===== src/design/dtok_pkg.sv =====
// ----------------------------------------------------------------------------
// Delimiter tokenizer package
// Shared constants, codes, item and result types, and the set-match helper.
// ----------------------------------------------------------------------------
`default_nettype none

package dtok_pkg;

    localparam int TOKEN_MAX_DEF = 256;
    localparam int QUEUE_DEPTH   = 4;

    localparam logic [63:0] BLANK_SET_RST = 64'd168626464;
    localparam logic [63:0] DELIM_SET_RST = 64'd0;
    localparam logic [63:0] TERM_SET_RST  = 64'd34;
    localparam logic [8:0]  MAX_TOKEN_RST = 9'd256;

    // Configuration register indexes.
    localparam logic [1:0] CFG_BLANK_SET = 2'd0;
    localparam logic [1:0] CFG_DELIM_SET = 2'd1;
    localparam logic [1:0] CFG_TERM_SET  = 2'd2;
    localparam logic [1:0] CFG_MAX_TOKEN = 2'd3;

    // Request codes; the fourth code is ignored.
    localparam logic [1:0] REQ_CHAR    = 2'd0;
    localparam logic [1:0] REQ_CAPTURE = 2'd1;
    localparam logic [1:0] REQ_FLUSH   = 2'd2;

    localparam logic [7:0]  CHAR_HASH = 8'h23;
    localparam logic [7:0]  CHAR_NL   = 8'h0A;
    localparam logic [15:0] LINE_MAX  = 16'hFFFF;
    localparam logic [15:0] LINE_ONE  = 16'd1;

    typedef enum logic [1:0] {
        MODE_IDLE,
        MODE_WORD,
        MODE_COMMENT,
        MODE_CAPTURE
    } mode_t;

    typedef struct packed {
        logic blank;
        logic hash;
        logic delim;
        logic term;
        logic nl;
    } cls_t;

    typedef struct packed {
        logic [1:0] req;
        logic [7:0] ch;
        cls_t       cls;
    } item_t;

    typedef struct packed {
        logic [7:0]  ch;
        logic        tend;
        logic [15:0] line;
    } res_t;

    // A zero byte in a set is an unused slot and matches nothing.
    function automatic logic in_set(input logic [63:0] set, input logic [7:0] c);
        logic hit;
        hit = 1'b0;
        for (int i = 0; i < 8; i++)
        begin
            if (set[8*i +: 8] != 8'd0 && set[8*i +: 8] == c)
            begin
                hit = 1'b1;
            end
        end
        return hit;
    endfunction

endpackage

`default_nettype wire


===== src/design/dtok_if.sv =====
// ----------------------------------------------------------------------------
// Delimiter tokenizer channel interfaces
// Valid/ready channels for input characters and for token results.
// ----------------------------------------------------------------------------
`default_nettype none

interface dtok_in_if;
    logic       valid;
    logic       ready;
    logic [1:0] req_type;
    logic [7:0] ch;

    modport source (output valid, output req_type, output ch, input ready);
    modport sink (input valid, input req_type, input ch, output ready);
endinterface

interface dtok_out_if;
    logic        valid;
    logic        ready;
    logic [7:0]  out_char;
    logic        token_end;
    logic [15:0] token_line;

    modport source (output valid, output out_char, output token_end, output token_line,
                    input ready);
    modport sink (input valid, input out_char, input token_end, input token_line,
                  output ready);
endinterface

`default_nettype wire


===== src/design/delimiter_tokenizer_unit.sv =====
// ----------------------------------------------------------------------------
// Delimiter tokenizer
// Splits a character stream into tokens of characters and end marks.
// ----------------------------------------------------------------------------
// The block takes one character beat per clock while its queue has room, and
// turns the stream into token beats: each result is either one token
// character or one end mark, and carries the line on which its token started.
// Blanks are dropped, a hash sign starts a comment that lasts to the newline,
// a delimiter is a one-character token, and other characters build a word
// that ends at a blank, a delimiter, a hash sign, a newline (kept as its last
// character) or when it reaches the buffer size minus one. A capture request
// makes the next token run up to and including a terminator or the newline,
// and a flush request closes whatever token is open. Throughput is set by the
// result port, which sends one beat per cycle while ready is high: an item
// with at most one result does not hold the lexer, one with two or three
// holds it until all but the last are taken. A four-entry queue between the
// classifier and the lexer absorbs those bursts, so the input side keeps
// taking characters while results wait to be taken. Input ready drops only
// when the queue is full. Configuration writes take effect at once and must
// be made by the user only while the block is idle, which is not enforced.
`default_nettype none

module delimiter_tokenizer_unit #(
    parameter int TOKEN_MAX   = dtok_pkg::TOKEN_MAX_DEF,
    parameter int QUEUE_DEPTH = dtok_pkg::QUEUE_DEPTH
) (
    input  wire logic        clk,
    input  wire logic        rst_n,
    dtok_in_if.sink          chars,
    dtok_out_if.source       tokens,
    input  wire logic        cfg_wr_en,
    input  wire logic [1:0]  cfg_index,
    input  wire logic [63:0] cfg_data
);

    localparam int CCW = $clog2(TOKEN_MAX);

    // Classified items travel from the front part to the lexer through the queue.
    dtok_pkg::item_t front_item;
    dtok_pkg::item_t head_item;
    logic            q_push;
    logic            q_full;
    logic            q_pop;
    logic            q_valid;

    // Character limit per token, already clamped and reduced by one.
    logic [CCW-1:0]  lim;

    dtok_front #(
        .TOKEN_MAX (TOKEN_MAX)
    ) u_front (
        .clk       (clk),
        .rst_n     (rst_n),
        .chars     (chars),
        .cfg_wr_en (cfg_wr_en),
        .cfg_index (cfg_index),
        .cfg_data  (cfg_data),
        .q_full    (q_full),
        .q_push    (q_push),
        .q_item    (front_item),
        .lim       (lim)
    );

    dtok_queue #(
        .DEPTH (QUEUE_DEPTH)
    ) u_queue (
        .clk       (clk),
        .rst_n     (rst_n),
        .push      (q_push),
        .push_item (front_item),
        .full      (q_full),
        .pop       (q_pop),
        .valid     (q_valid),
        .head      (head_item)
    );

    // The lexer takes the head item only when its result slots will be free,
    // so the state advances exactly once per item.
    dtok_back #(
        .TOKEN_MAX (TOKEN_MAX)
    ) u_back (
        .clk     (clk),
        .rst_n   (rst_n),
        .q_valid (q_valid),
        .q_item  (head_item),
        .q_pop   (q_pop),
        .lim     (lim),
        .tokens  (tokens)
    );

endmodule

`default_nettype wire


===== src/design/dtok_queue.sv =====
// ----------------------------------------------------------------------------
// Delimiter tokenizer item queue
// Small register FIFO of classified items between the front and back parts.
// ----------------------------------------------------------------------------
`default_nettype none

module dtok_queue #(
    parameter int DEPTH = dtok_pkg::QUEUE_DEPTH
) (
    input  wire logic            clk,
    input  wire logic            rst_n,
    input  wire logic            push,
    input  wire dtok_pkg::item_t push_item,
    output logic                 full,
    input  wire logic            pop,
    output logic                 valid,
    output dtok_pkg::item_t      head
);

    localparam int AW = (DEPTH > 1) ? $clog2(DEPTH) : 1;
    localparam int CW = $clog2(DEPTH + 1);

    dtok_pkg::item_t mem_reg [DEPTH];
    logic [AW-1:0]   wptr_reg, wptr_next;
    logic [AW-1:0]   rptr_reg, rptr_next;
    logic [CW-1:0]   count_reg, count_next;

    assign full  = (count_reg == CW'(DEPTH));
    assign valid = (count_reg != '0);
    assign head  = mem_reg[rptr_reg];

    always_comb
    begin
        wptr_next  = wptr_reg;
        rptr_next  = rptr_reg;
        count_next = count_reg;
        if (push)
        begin
            wptr_next = (wptr_reg == AW'(DEPTH - 1)) ? '0 : wptr_reg + 1'b1;
        end
        if (pop)
        begin
            rptr_next = (rptr_reg == AW'(DEPTH - 1)) ? '0 : rptr_reg + 1'b1;
        end
        if (push && !pop)
        begin
            count_next = count_reg + 1'b1;
        end
        else if (pop && !push)
        begin
            count_next = count_reg - 1'b1;
        end
    end

    always_ff @(posedge clk or negedge rst_n)
    begin
        if (!rst_n)
        begin
            wptr_reg  <= '0;
            rptr_reg  <= '0;
            count_reg <= '0;
        end
        else
        begin
            wptr_reg  <= wptr_next;
            rptr_reg  <= rptr_next;
            count_reg <= count_next;
        end
    end

    always_ff @(posedge clk)
    begin
        if (push)
        begin
            mem_reg[wptr_reg] <= push_item;
        end
    end

endmodule

`default_nettype wire


===== src/design/dtok_front.sv =====
// ----------------------------------------------------------------------------
// Delimiter tokenizer front part
// Holds the configuration registers, accepts characters and classifies them.
// ----------------------------------------------------------------------------
`default_nettype none

module dtok_front #(
    parameter int TOKEN_MAX = dtok_pkg::TOKEN_MAX_DEF,
    localparam int CCW = $clog2(TOKEN_MAX)
) (
    input  wire logic        clk,
    input  wire logic        rst_n,
    dtok_in_if.sink          chars,
    input  wire logic        cfg_wr_en,
    input  wire logic [1:0]  cfg_index,
    input  wire logic [63:0] cfg_data,
    input  wire logic        q_full,
    output logic             q_push,
    output dtok_pkg::item_t  q_item,
    output logic [CCW-1:0]   lim
);

    localparam int EW = (CCW + 1 > 10) ? CCW + 1 : 10;

    logic [63:0]   blank_set_reg;
    logic [63:0]   delim_set_reg;
    logic [63:0]   term_set_reg;
    logic [8:0]    max_token_reg;
    logic [EW-1:0] mt_ext;
    logic [EW-1:0] mt_clamped;

    always_ff @(posedge clk or negedge rst_n)
    begin
        if (!rst_n)
        begin
            blank_set_reg <= dtok_pkg::BLANK_SET_RST;
            delim_set_reg <= dtok_pkg::DELIM_SET_RST;
            term_set_reg  <= dtok_pkg::TERM_SET_RST;
            max_token_reg <= dtok_pkg::MAX_TOKEN_RST;
        end
        else if (cfg_wr_en)
        begin
            unique case (cfg_index)
                dtok_pkg::CFG_BLANK_SET: blank_set_reg <= cfg_data;
                dtok_pkg::CFG_DELIM_SET: delim_set_reg <= cfg_data;
                dtok_pkg::CFG_TERM_SET:  term_set_reg  <= cfg_data;
                dtok_pkg::CFG_MAX_TOKEN: max_token_reg <= cfg_data[8:0];
            endcase
        end
    end

    // Buffer size is clamped to the range two up to the built-in maximum.
    always_comb
    begin
        mt_ext = EW'(max_token_reg);
        priority if (mt_ext < EW'(2))
        begin
            mt_clamped = EW'(2);
        end
        else if (mt_ext > EW'(TOKEN_MAX))
        begin
            mt_clamped = EW'(TOKEN_MAX);
        end
        else
        begin
            mt_clamped = mt_ext;
        end
    end

    assign lim = CCW'(mt_clamped - EW'(1));

    assign chars.ready = !q_full;
    assign q_push      = chars.valid && !q_full;

    always_comb
    begin
        q_item.req       = chars.req_type;
        q_item.ch        = chars.ch;
        q_item.cls.blank = dtok_pkg::in_set(blank_set_reg, chars.ch);
        q_item.cls.hash  = (chars.ch == dtok_pkg::CHAR_HASH);
        q_item.cls.delim = dtok_pkg::in_set(delim_set_reg, chars.ch);
        q_item.cls.term  = dtok_pkg::in_set(term_set_reg, chars.ch);
        q_item.cls.nl    = (chars.ch == dtok_pkg::CHAR_NL);
    end

endmodule

`default_nettype wire


===== src/design/dtok_back.sv =====
// ----------------------------------------------------------------------------
// Delimiter tokenizer back part
// Runs the lexer state machine and sends the results of each item in turn.
// ----------------------------------------------------------------------------
`default_nettype none

module dtok_back #(
    parameter int TOKEN_MAX = dtok_pkg::TOKEN_MAX_DEF,
    localparam int CCW = $clog2(TOKEN_MAX)
) (
    input  wire logic            clk,
    input  wire logic            rst_n,
    input  wire logic            q_valid,
    input  wire dtok_pkg::item_t q_item,
    output logic                 q_pop,
    input  wire logic [CCW-1:0]  lim,
    dtok_out_if.source           tokens
);

    dtok_pkg::mode_t mode_reg, mode_next;
    logic [CCW-1:0]  cc_reg, cc_next;
    logic [15:0]     line_reg, line_next;
    logic [15:0]     start_reg, start_next;
    dtok_pkg::res_t  pend_reg [3];
    dtok_pkg::res_t  pend_next [3];
    logic [1:0]      rem_reg, rem_next;

    dtok_pkg::res_t  r [3];
    logic [1:0]      k;
    logic [CCW-1:0]  cc_inc;
    logic            can_load;
    logic            out_take;

    function automatic dtok_pkg::res_t mk(input logic [7:0] c, input logic e,
                                          input logic [15:0] l);
        dtok_pkg::res_t x;
        x.ch   = c;
        x.tend = e;
        x.line = l;
        return x;
    endfunction

    assign tokens.valid      = (rem_reg != 2'd0);
    assign tokens.out_char   = pend_reg[0].ch;
    assign tokens.token_end  = pend_reg[0].tend;
    assign tokens.token_line = pend_reg[0].line;

    assign out_take = tokens.valid && tokens.ready;
    assign can_load = (rem_reg == 2'd0) || (rem_reg == 2'd1 && tokens.ready);
    assign q_pop    = q_valid && can_load;
    assign cc_inc   = cc_reg + 1'b1;

    // Lexer next state and the results of the item at the head of the queue.
    always_comb
    begin
        mode_next  = mode_reg;
        cc_next    = cc_reg;
        line_next  = line_reg;
        start_next = start_reg;
        k          = 2'd0;
        for (int i = 0; i < 3; i++)
        begin
            r[i] = '0;
        end
        if (q_pop)
        begin
            unique case (q_item.req)
                dtok_pkg::REQ_CHAR:
                begin
                    unique case (mode_reg)
                        dtok_pkg::MODE_IDLE:
                        begin
                            priority if (q_item.cls.blank)
                            begin
                            end
                            else if (q_item.cls.hash)
                            begin
                                mode_next = dtok_pkg::MODE_COMMENT;
                            end
                            else if (q_item.cls.delim)
                            begin
                                start_next = line_reg;
                                r[k] = mk(q_item.ch, 1'b0, line_reg);
                                k = k + 2'd1;
                                r[k] = mk(8'd0, 1'b1, line_reg);
                                k = k + 2'd1;
                            end
                            else
                            begin
                                start_next = line_reg;
                                r[k] = mk(q_item.ch, 1'b0, line_reg);
                                k = k + 2'd1;
                                if (lim == CCW'(1) || q_item.cls.nl)
                                begin
                                    r[k] = mk(8'd0, 1'b1, line_reg);
                                    k = k + 2'd1;
                                end
                                else
                                begin
                                    mode_next = dtok_pkg::MODE_WORD;
                                    cc_next   = CCW'(1);
                                end
                            end
                        end
                        dtok_pkg::MODE_WORD:
                        begin
                            priority if (q_item.cls.hash)
                            begin
                                r[k] = mk(8'd0, 1'b1, start_reg);
                                k = k + 2'd1;
                                mode_next = dtok_pkg::MODE_COMMENT;
                                cc_next   = '0;
                            end
                            else if (q_item.cls.delim || q_item.cls.blank)
                            begin
                                r[k] = mk(8'd0, 1'b1, start_reg);
                                k = k + 2'd1;
                                mode_next = dtok_pkg::MODE_IDLE;
                                cc_next   = '0;
                                // A delimiter that is not also a blank is its own token.
                                if (!q_item.cls.blank)
                                begin
                                    start_next = line_reg;
                                    r[k] = mk(q_item.ch, 1'b0, line_reg);
                                    k = k + 2'd1;
                                    r[k] = mk(8'd0, 1'b1, line_reg);
                                    k = k + 2'd1;
                                end
                            end
                            else
                            begin
                                r[k] = mk(q_item.ch, 1'b0, start_reg);
                                k = k + 2'd1;
                                cc_next = cc_inc;
                                if (cc_inc >= lim || q_item.cls.nl)
                                begin
                                    r[k] = mk(8'd0, 1'b1, start_reg);
                                    k = k + 2'd1;
                                    mode_next = dtok_pkg::MODE_IDLE;
                                    cc_next   = '0;
                                end
                            end
                        end
                        dtok_pkg::MODE_CAPTURE:
                        begin
                            r[k] = mk(q_item.ch, 1'b0, start_reg);
                            k = k + 2'd1;
                            cc_next = cc_inc;
                            if (q_item.cls.term || q_item.cls.nl || cc_inc >= lim)
                            begin
                                r[k] = mk(8'd0, 1'b1, start_reg);
                                k = k + 2'd1;
                                mode_next = dtok_pkg::MODE_IDLE;
                                cc_next   = '0;
                            end
                        end
                        dtok_pkg::MODE_COMMENT:
                        begin
                            if (q_item.cls.nl)
                            begin
                                mode_next = dtok_pkg::MODE_IDLE;
                            end
                        end
                    endcase
                    if (q_item.cls.nl && line_reg != dtok_pkg::LINE_MAX)
                    begin
                        line_next = line_reg + 16'd1;
                    end
                end
                dtok_pkg::REQ_CAPTURE:
                begin
                    if ((mode_reg == dtok_pkg::MODE_WORD || mode_reg == dtok_pkg::MODE_CAPTURE)
                        && cc_reg != '0)
                    begin
                        r[k] = mk(8'd0, 1'b1, start_reg);
                        k = k + 2'd1;
                    end
                    mode_next  = dtok_pkg::MODE_CAPTURE;
                    cc_next    = '0;
                    start_next = line_reg;
                end
                dtok_pkg::REQ_FLUSH:
                begin
                    if ((mode_reg == dtok_pkg::MODE_WORD || mode_reg == dtok_pkg::MODE_CAPTURE)
                        && cc_reg != '0)
                    begin
                        r[k] = mk(8'd0, 1'b1, start_reg);
                        k = k + 2'd1;
                    end
                    mode_next = dtok_pkg::MODE_IDLE;
                    cc_next   = '0;
                end
                default:
                begin
                end
            endcase
        end
    end

    // Pending results shift toward slot zero as each beat is taken.
    always_comb
    begin
        rem_next     = rem_reg;
        pend_next[0] = pend_reg[0];
        pend_next[1] = pend_reg[1];
        pend_next[2] = pend_reg[2];
        if (q_pop)
        begin
            rem_next     = k;
            pend_next[0] = r[0];
            pend_next[1] = r[1];
            pend_next[2] = r[2];
        end
        else if (out_take)
        begin
            rem_next     = rem_reg - 2'd1;
            pend_next[0] = pend_reg[1];
            pend_next[1] = pend_reg[2];
        end
    end

    always_ff @(posedge clk or negedge rst_n)
    begin
        if (!rst_n)
        begin
            mode_reg  <= dtok_pkg::MODE_IDLE;
            cc_reg    <= '0;
            line_reg  <= dtok_pkg::LINE_ONE;
            start_reg <= dtok_pkg::LINE_ONE;
            rem_reg   <= 2'd0;
        end
        else
        begin
            mode_reg  <= mode_next;
            cc_reg    <= cc_next;
            line_reg  <= line_next;
            start_reg <= start_next;
            rem_reg   <= rem_next;
        end
    end

    always_ff @(posedge clk)
    begin
        pend_reg[0] <= pend_next[0];
        pend_reg[1] <= pend_next[1];
        pend_reg[2] <= pend_next[2];
    end

endmodule

`default_nettype wire


===== src/flat_wrapper.sv =====
// flat-port wrapper written by rule: the top's interface ports become plain ports
module delimiter_tokenizer_unit_flat 
#(
    parameter int TOKEN_MAX   = dtok_pkg::TOKEN_MAX_DEF,
    parameter int QUEUE_DEPTH = dtok_pkg::QUEUE_DEPTH
)
  (clk, rst_n, cfg_wr_en, cfg_index, cfg_data, chars_valid, chars_req_type, chars_ch, chars_ready, tokens_valid, tokens_out_char, tokens_token_end, tokens_token_line, tokens_ready);
  dtok_in_if chars_i ();
  dtok_out_if tokens_i ();
  input  wire logic clk;
  input  wire logic rst_n;
  input  wire logic cfg_wr_en;
  input  wire logic [1:0] cfg_index;
  input  wire logic [63:0] cfg_data;
  input wire logic [$bits(chars_i.valid)-1:0] chars_valid;
  input wire logic [$bits(chars_i.req_type)-1:0] chars_req_type;
  input wire logic [$bits(chars_i.ch)-1:0] chars_ch;
  output wire logic [$bits(chars_i.ready)-1:0] chars_ready;
  output wire logic [$bits(tokens_i.valid)-1:0] tokens_valid;
  output wire logic [$bits(tokens_i.out_char)-1:0] tokens_out_char;
  output wire logic [$bits(tokens_i.token_end)-1:0] tokens_token_end;
  output wire logic [$bits(tokens_i.token_line)-1:0] tokens_token_line;
  input wire logic [$bits(tokens_i.ready)-1:0] tokens_ready;
  assign chars_i.valid = chars_valid;
  assign chars_i.req_type = chars_req_type;
  assign chars_i.ch = chars_ch;
  assign chars_ready = chars_i.ready;
  assign tokens_valid = tokens_i.valid;
  assign tokens_out_char = tokens_i.out_char;
  assign tokens_token_end = tokens_i.token_end;
  assign tokens_token_line = tokens_i.token_line;
  assign tokens_i.ready = tokens_ready;
  delimiter_tokenizer_unit #(.TOKEN_MAX(TOKEN_MAX), .QUEUE_DEPTH(QUEUE_DEPTH)) u_core (.clk(clk), .rst_n(rst_n), .chars(chars_i), .tokens(tokens_i), .cfg_wr_en(cfg_wr_en), .cfg_index(cfg_index), .cfg_data(cfg_data));
endmodule

===== config.mk =====
export PLATFORM = sky130hd
export DESIGN_NAME = delimiter_tokenizer_unit_flat
export DESIGN_NICKNAME = d
export VERILOG_FILES = /design/src/design/dtok_pkg.sv /design/src/design/dtok_if.sv /design/src/design/delimiter_tokenizer_unit.sv /design/src/design/dtok_queue.sv /design/src/design/dtok_front.sv /design/src/design/dtok_back.sv /design/src/flat_wrapper.sv
export SDC_FILE = /design/constraint.sdc
export NUM_CORES = 1
export LEC_CHECK = 0
export ABC_CLOCK_PERIOD_IN_PS = 4900
export CAP_MARGIN = 20
export CELL_PAD_IN_SITES_DETAIL_PLACEMENT = 0
export CELL_PAD_IN_SITES_GLOBAL_PLACEMENT = 2
export CORE_AREA = 3 3 208 210
export CTS_CLUSTER_DIAMETER = 120
export DETAILED_ROUTE_END_ITERATION = 12
export DIE_AREA = 0 0 211 213
export DONT_BUFFER_PORTS = 1
export GPL_ROUTABILITY_DRIVEN = 0
export PLACE_DENSITY_LB_ADDON = 0.1
export SLEW_MARGIN = 20
export SYNTH_ARGS = -nofsm -noshare
export SYNTH_HDL_FRONTEND = slang
export SYNTH_SLANG_ARGS = --single-unit

===== constraint.sdc =====
create_clock -name clk -period 4.9 [get_ports clk]
set_input_delay 0.245 -clock clk [delete_from_list [all_inputs] [get_ports clk]]
set_output_delay 0.245 -clock clk [all_outputs]
set_load 0.02 [all_outputs]

# == Yosys cells after proc, flatten, opt, wreduce, memory -nomap -nowiden ==
# Memories as Yosys holds them, arrays and structs flattened.
# Index checks and enable logic that the tools add are counted.
# word_totals
input_bits,81
wordCells,268
ff_bits,252
mem_count,2
ramBits,135
out_inout_bits,27
# mem_list
name,words,word_bits,rd,rd_clocked_by_memory_dff,wr,line_no,text
u_core.u_back.pend_reg,3,25,3,0,3,dtok_back.sv:24,dtok_pkg::res_t pend_reg [3];
u_core.u_queue.mem_reg,4,15,1,0,1,dtok_queue.sv:23,dtok_pkg::item_t mem_reg [DEPTH];
# op_classes
n_eq_ne,54
addsub,8
mux,102
reduce_logical,87
order_cmp,3
# op_table
operator,n
$mux 50,17
$reduce_bool 8->1,25
$eq 8x8->1,24
$pmux 50 s3,1
$mux 25,4
$mux 17,5
$mux 16,5
$mux 8,10
$pmux 16 s2,2
$pmux 25 s2,1
$mux 2,22
$logic_and 1x1->1,32
$mux 1,27
$ne 3x3->1 const B,9
$pmux 8 s3,1
$add 16x1->16 const B,1
$ne 16x16->1 const B,1
$pmux 8 s2,1
$reduce_and 8->1,2
$eq 2x2->1 const B,7
$ne 4x3->1 const B,3
$pmux 2 s3,2
$reduce_bool 2->1,5
$gt 9x9->1 const B,1
26 further kinds,46

# == Depth between registers and ports, before layout ==
# depth
ltp_word,16
depth_mapped,17
depth_no_buf,15

# == By module ==
# Synthesis repeated with hierarchy kept, for this count alone.
# unflattened
hier_cells,1464
area_unflattened_um2,18935.7
# modules_own_cells
mod,seq_area_each_um2,area_per_inst_um2,n_inst,cells_per_inst
dtok_front,5043.6,10475.0,1,828
dtok_back,3115.5,5840.6,1,520
dtok_queue,1976.9,2620.0,1,116

# == Worst setup path after synthesis ==
# OpenSTA, ideal clock, no wires.
# synth_path
path_type,register -> register
startpoint,register u_core.u_front.max_token_reg[2]
endpoint,"memory u_core.u_back.pend_reg[0][32] (netlist bit), data pin"
setup_time_ps,271
arrival_ps,4047
n_path_buf,2
required_ps,4629
synth_period_minus_slack_ps,4318
path_slack_ps,582
stages_incl_launch_ff,16
cell_sequence,dfrtp_1 buf_6 or4_4 o311ai_0 ha_1 inv_1 o311ai_2 inv_1 ha_1 o21a_1 a211oi_2 o31a_1 a21oi_1 nand3_1 buf_2 o221ai_1
# synth_rtl
item,line_no,text
start: declaration,dtok_front.sv:28,logic [8:0] max_token_reg;
start signal: assignment,dtok_front.sv:39,max_token_reg <= dtok_pkg::MAX_TOKEN_RST;
start signal: assignment,dtok_front.sv:47,dtok_pkg::CFG_MAX_TOKEN: max_token_reg <= cfg_data[8:0];
end: declaration,dtok_back.sv:24,

# == Worst setup path after layout ==
# layout_path
startpoint,register u_core.u_front.max_token_reg[2]
endpoint,register u_core.u_back.cc_reg[2]
# layout_via
elab_chain_len,11
word_cells_on_any_way,18
cone_classes,add/sub (1); order compare (3); eq/ne (2); mux (8); reduce/logical (4)
# layout_lines
item,line_no,text
$gt 9x9->1,dtok_front.sv:60,else if (mt_ext > EW'(TOKEN_MAX))
$mux 8,dtok_front.sv:60,
$mux 8 *,dtok_front.sv:56,priority if (mt_ext < EW'(2))
$sub 8x1->8 *,dtok_front.sv:70,assign lim = CCW'(mt_clamped - EW'(1));
$ge 8x8->1,"dtok_back.sv:135, dtok_back.sv:149",
$logic_or 1x1->1,dtok_back.sv:135,if (cc_inc >= lim || q_item.cls.nl)
$mux 8,dtok_back.sv:135,
$mux 8,dtok_back.sv:114,else if (q_item.cls.delim || q_item.cls.blank)
$mux 8,dtok_back.sv:107,priority if (q_item.cls.hash)
$pmux 8 s3,dtok_back.sv:70,unique case (mode_reg)
$pmux 8 s2,dtok_back.sv:67,unique case (q_item.req)
end signal: assignment,dtok_back.sv:235,cc_reg <= cc_next;
end: declaration,dtok_back.sv:21,"logic [CCW-1:0] cc_reg, cc_next;"
# Mark *: on every way between the ends. The rest lies on a longest branch, timed or not.
# A chain may end at the register's enable or synchronous reset.

==> results.txt <==
----------------------------------------------------
[Worst setup path]
  Arrival time reported for the critical path endpoint ... 4.95 ns
  Required time at the endpoint of the critical path ... 5.40 ns
  Kind of start point of the critical path ... flop
  Worst path max stage delay ... around 0.67 ns
  Crit Reg-Reg Startpoint ... u_core.u_front.max_token_reg[2]
  Maximum fanout count along the critical path ... 9
  R2R Path End ... u_core.u_back.cc_reg[2]
  Reg2reg setup slack ... 0.45 ns
  Sort of element at the end of the critical path ... flop
  Cell depth of the worst flop-to-flop path ... 14
  Critical Path, Cell by Cell ... or4_4 > o311ai_0 > buf_4 > ha_1 > inv_1 > o311ai_4 > inv_1 > ha_1 > o21a_1 > a211oi_2 > o31ai_1 > or4b_1 > o22ai_1 > a21o_1
  WS Path Type ... flop to flop
  Cell with the largest stage delay on the worst path ... sky130_fd_sc_hd__or4b_1

[Pwr]
  Leak Pwr ... 8.39 nW
  Internal power ... 0.00751 W
  Switching fraction of total power ... 32.1%
  Combinational share of power ... around a quarter
  Sequential power share ... between 40% and 50%
  Cell area power density ... 524 nW/um^2
  Worst vdd ir ... 506 uV
  Share of power burned in the clock network ... 29.8%
  Sw Pwr ... about 0.0035 W

[Timing]
  Setup repair after global routing missed its margin ... false
  Transition time at the pin with the least slew margin ... 1.02 ns
  Hold violation total from the final report ... around 250
  Slew headroom ... 32.2%
  Worst Skew ... 0.0167 ns
  Final Max Tran Viols ... 0
  Final critical-path required period ... ~4.4 ns
  Worst hold-check slack ... -0.614 ns
  Fraction of the cycle the final worst path needs ... 90.8%
  Final total negative setup slack ... 0 ns
  Endpoints failing setup ... 0
  Highest achievable clock rate ... 225 MHz

[Finish]
  Proportion of layout cells with a drive suffix above 1 ... about a fifth
  Net count of the finished layout ... 1,597
  Number of flip-flops in the largest register ... 67
  Area added between synthesis and finish ... 13.4%
  Filler cell count in the final layout ... 3,711
  Layout Cells excl Fill ... 2,067
  Commonest non-fill, non-tap cell in the layout ... sky130_fd_sc_hd__dfrtp_1
  Commonest cells after routing, fill and taps aside ... sky130_fd_sc_hd__dfrtp_1, sky130_fd_sc_hd__mux2_2, sky130_fd_sc_hd__xor2_1

[Logic synthesis]
  Portion of the post-synthesis area used by sequential elements ... 54.4%
  Largest area contributor in the netlist ... sky130_fd_sc_hd__dfrtp_1
  Syn nets ... about 1,600
  Cell variety after synth ... 82
  Synth Flop Type ... sky130_fd_sc_hd__dfrtp_1
  Cell count after synthesis ... 1,454
  Post-synthesis area per instance ... 12.8 sq um
  Synth Cell Area ... 18,600 sq um
  Number of enable flip-flop cells after synthesis ... 127
  Area share of the largest cell type after synthesis ... approximately 32%
  Warnings, synthesis ... 0
  Leading cell types by total area after synthesis ... sky130_fd_sc_hd__dfrtp_1, sky130_fd_sc_hd__edfxtp_1, sky130_fd_sc_hd__mux2_2, sky130_fd_sc_hd__xor2_1, sky130_fd_sc_hd__xnor2_1
  Number of flip-flops and latches in the synthesized netlist ... 379
  Async set-or-reset flop fraction in the synthesized netlist ... 66.5%

[Global routing]
  First-pass GRT wire length ... 71.7 mm
  Overflow left after global routing ... 0
  Gr usage total ... ~21%
  Maximum number of pins on one net before global-route repair ... 253
  Via count of the first global-routing pass ... 12,100
  Initial antenna violation count ... 4

[Route]
  Routed wirelength normalized by instance count ... 22.3 um
  Antenna Nets Post-Route ... 0
  Number of vias in the routed layout ... 11,400
  DRC violation count after routing ... 0
  First DRT Iteration DRCs ... 643
  Drt first pass iters ... 7
  Total routed wirelength ... 46.1 mm
  Via count normalized by instance count ... 5.53

[Place]
  Detailed placer's ending HPWL ... 28.9 mm
  I/O Buffers ... 0
  Instance count after placement with tap cells included ... 1,910

[Die]
  Standard cell core area ... 41,800 sq um
  Vert. Die Dim ... 213 um
  Starting Density ... approximately 45%
  IO Count ... 108
  Die area ... 44,900 sq um
  Number of rows in the core area ... 75
  Floorplan die width ... 211 um

[Status]
  Result of the run ... complete, but fails checks
  Failing checks ... negative hold slack

[Hold path]
  Hold/Removal Path Class ... input port to asynchronous set/reset pin

[Clock network]
  Number of buffers added by the clock tree synthesis step ... 44
  CTS Hold Bufs ... 74
  Root Buffer ... sky130_fd_sc_hd__clkbuf_16
  Number of levels in the clock H-tree ... 2
  Clock insertion delay at the later pin of the skew report ... 0.57 ns
  Maximum buffer depth of the clock tree ... 3
  Clock transition at the registers of the reported paths ... 0.06 ns
  Sinks on the clock net ... around 380
  Buffers inserted by post-CTS timing repair ... 0
  TritonCTS clock tree ... done

[Flow run]
  Number of maximum-capacitance violations ... 0

----------------------------------------------------
==> worst max-delay path: cells and delay by family, from the launching register on <==
kind | cells | cell delay, ns
compound gates | 7 | 1.63
fa+ha+maj | 2 | 0.58
buf+inv | 3 | 0.42
flops | 1 | 0.46
simple gates | 2 | 1.29
==> metrics by stage <==
step	setup slack (ns)	hold slack, ns	utilization, %	cell area, sq um	power (W)
3_3_place_gp	0.371	-0.0344	45.3	18900	0.00772
2_1_floorplan	0.582	-0.0506	-	18600	0.00714
6_report	0.451	-0.614	50.5	21100	0.0111
3_5_place_dp	0.381	-0.0368	45.3	18900	0.00778
5_1_grt	0.0591	-0.644	50.5	21100	0.0117
4_1_cts	0.353	-0.652	50.5	21100	0.0112
==> area by class of cell <==
class,count,area [sq um],area share [%]
sequential,379,10100,48.0
multi-input combinational,905,7730,36.6
clock buffer,63,1220,5.79
timing repair buffer,85,823,3.90
tap,539,674,3.20
inverter,76,285,1.35
clock inverter,17,224,1.06
antenna,3,7.51,0.0356
==> per-layer routing <==
layer | global-route usage [%] | wire, um | vias up
li1 | - | - | 5370
met1 | 26.0 | 19900 | 5825
met2 | 37.2 | 23500 | 175
met3 | 3.19 | 1540 | 60
met4 | 6.17 | 1070 | 2
met5 | 0 | 7 | -
==> cells by family (layout without fill, tap and decap cells) <==
group / Yosys count / count (layout) / share of synthesized area, %
xor+xnor: 192 / 192 / 9.03
other cells: 0 / 3 / 0
simple gates: 273 / 273 / 8.28
flops: 379 / 379 / 54.4
mux: 243 / 243 / 15.5
buf+inv: 170 / 241 / 4.13
fa+ha+maj: 25 / 25 / 1.72
compound gates: 172 / 172 / 6.86
==> cell usage after synthesis (6+ instances only) <==
cell and number:
sky130_fd_sc_hd__xnor2_1 60, sky130_fd_sc_hd__ha_1 24, sky130_fd_sc_hd__dfstp_2 13, sky130_fd_sc_hd__nor2b_1 6, sky130_fd_sc_hd__nand2_1 53, sky130_fd_sc_hd__mux2_2 202
sky130_fd_sc_hd__nand3_1 18, sky130_fd_sc_hd__edfxtp_1 127, sky130_fd_sc_hd__nor3_1 22, sky130_fd_sc_hd__nor4_1 41, sky130_fd_sc_hd__mux2i_1 21, sky130_fd_sc_hd__clkbuf_1 45
sky130_fd_sc_hd__a21oi_1 35, sky130_fd_sc_hd__buf_4 25, sky130_fd_sc_hd__a222oi_1 10, sky130_fd_sc_hd__a2111oi_0 8, sky130_fd_sc_hd__and3_1 15, sky130_fd_sc_hd__and2_1 19
sky130_fd_sc_hd__a22o_1 9, sky130_fd_sc_hd__dfrtp_1 239, sky130_fd_sc_hd__nand4_1 22, sky130_fd_sc_hd__mux4_2 12, sky130_fd_sc_hd__buf_2 18, sky130_fd_sc_hd__nor2_1 26
sky130_fd_sc_hd__or3_1 6, sky130_fd_sc_hd__xor2_1 132, sky130_fd_sc_hd__inv_1 75, sky130_fd_sc_hd__nand2b_1 7, sky130_fd_sc_hd__o221ai_1 20, sky130_fd_sc_hd__or4_1 17
sky130_fd_sc_hd__o21ai_0 31
==> power by group through the flow <==
stage	Sequential (W)	Combinational (W)	Clock, W
6_report	0.00496	0.00280	0.00330
5_1_grt	0.00508	0.00312	0.00352
4_1_cts	0.00497	0.00284	0.00339
3_5_place_dp	0.00502	0.00275	0
3_3_place_gp	0.00501	0.00272	0
2_1_floorplan	0.00468	0.00246	0
==> what timing repair did <==
item / 4_1_cts / 5_1_grt
gates resized for setup: 0 / 2
endpoints found under the hold margin: 501 / 252
endpoints found under the setup margin: 0 / 9
==> worst max-delay path by stage <==
| stage | start | endpoint | slack (ns) | cells after the start |
|---|---|---|---|---|
| after floorplan | u_core.u_front.max_token_reg[2] | u_core.u_back.pend_reg[0][32] | 0.58 | 15 |
| after global placement | u_core.u_front.max_token_reg[2] | u_core.u_back.cc_reg[5] | 0.37 | 14 |
| after detailed placement | u_core.u_front.max_token_reg[2] | u_core.u_back.cc_reg[2] | 0.38 | 14 |
| after CTS | u_core.u_front.max_token_reg[2] | u_core.u_back.cc_reg[6] | 0.35 | 14 |
| after global routing | u_core.u_front.max_token_reg[2] | u_core.u_back.cc_reg[6] | 0.06 | 14 |
| final | u_core.u_front.max_token_reg[2] | u_core.u_back.cc_reg[2] | 0.45 | 14 |
Note: power is estimated with default switching activity, not from simulation.
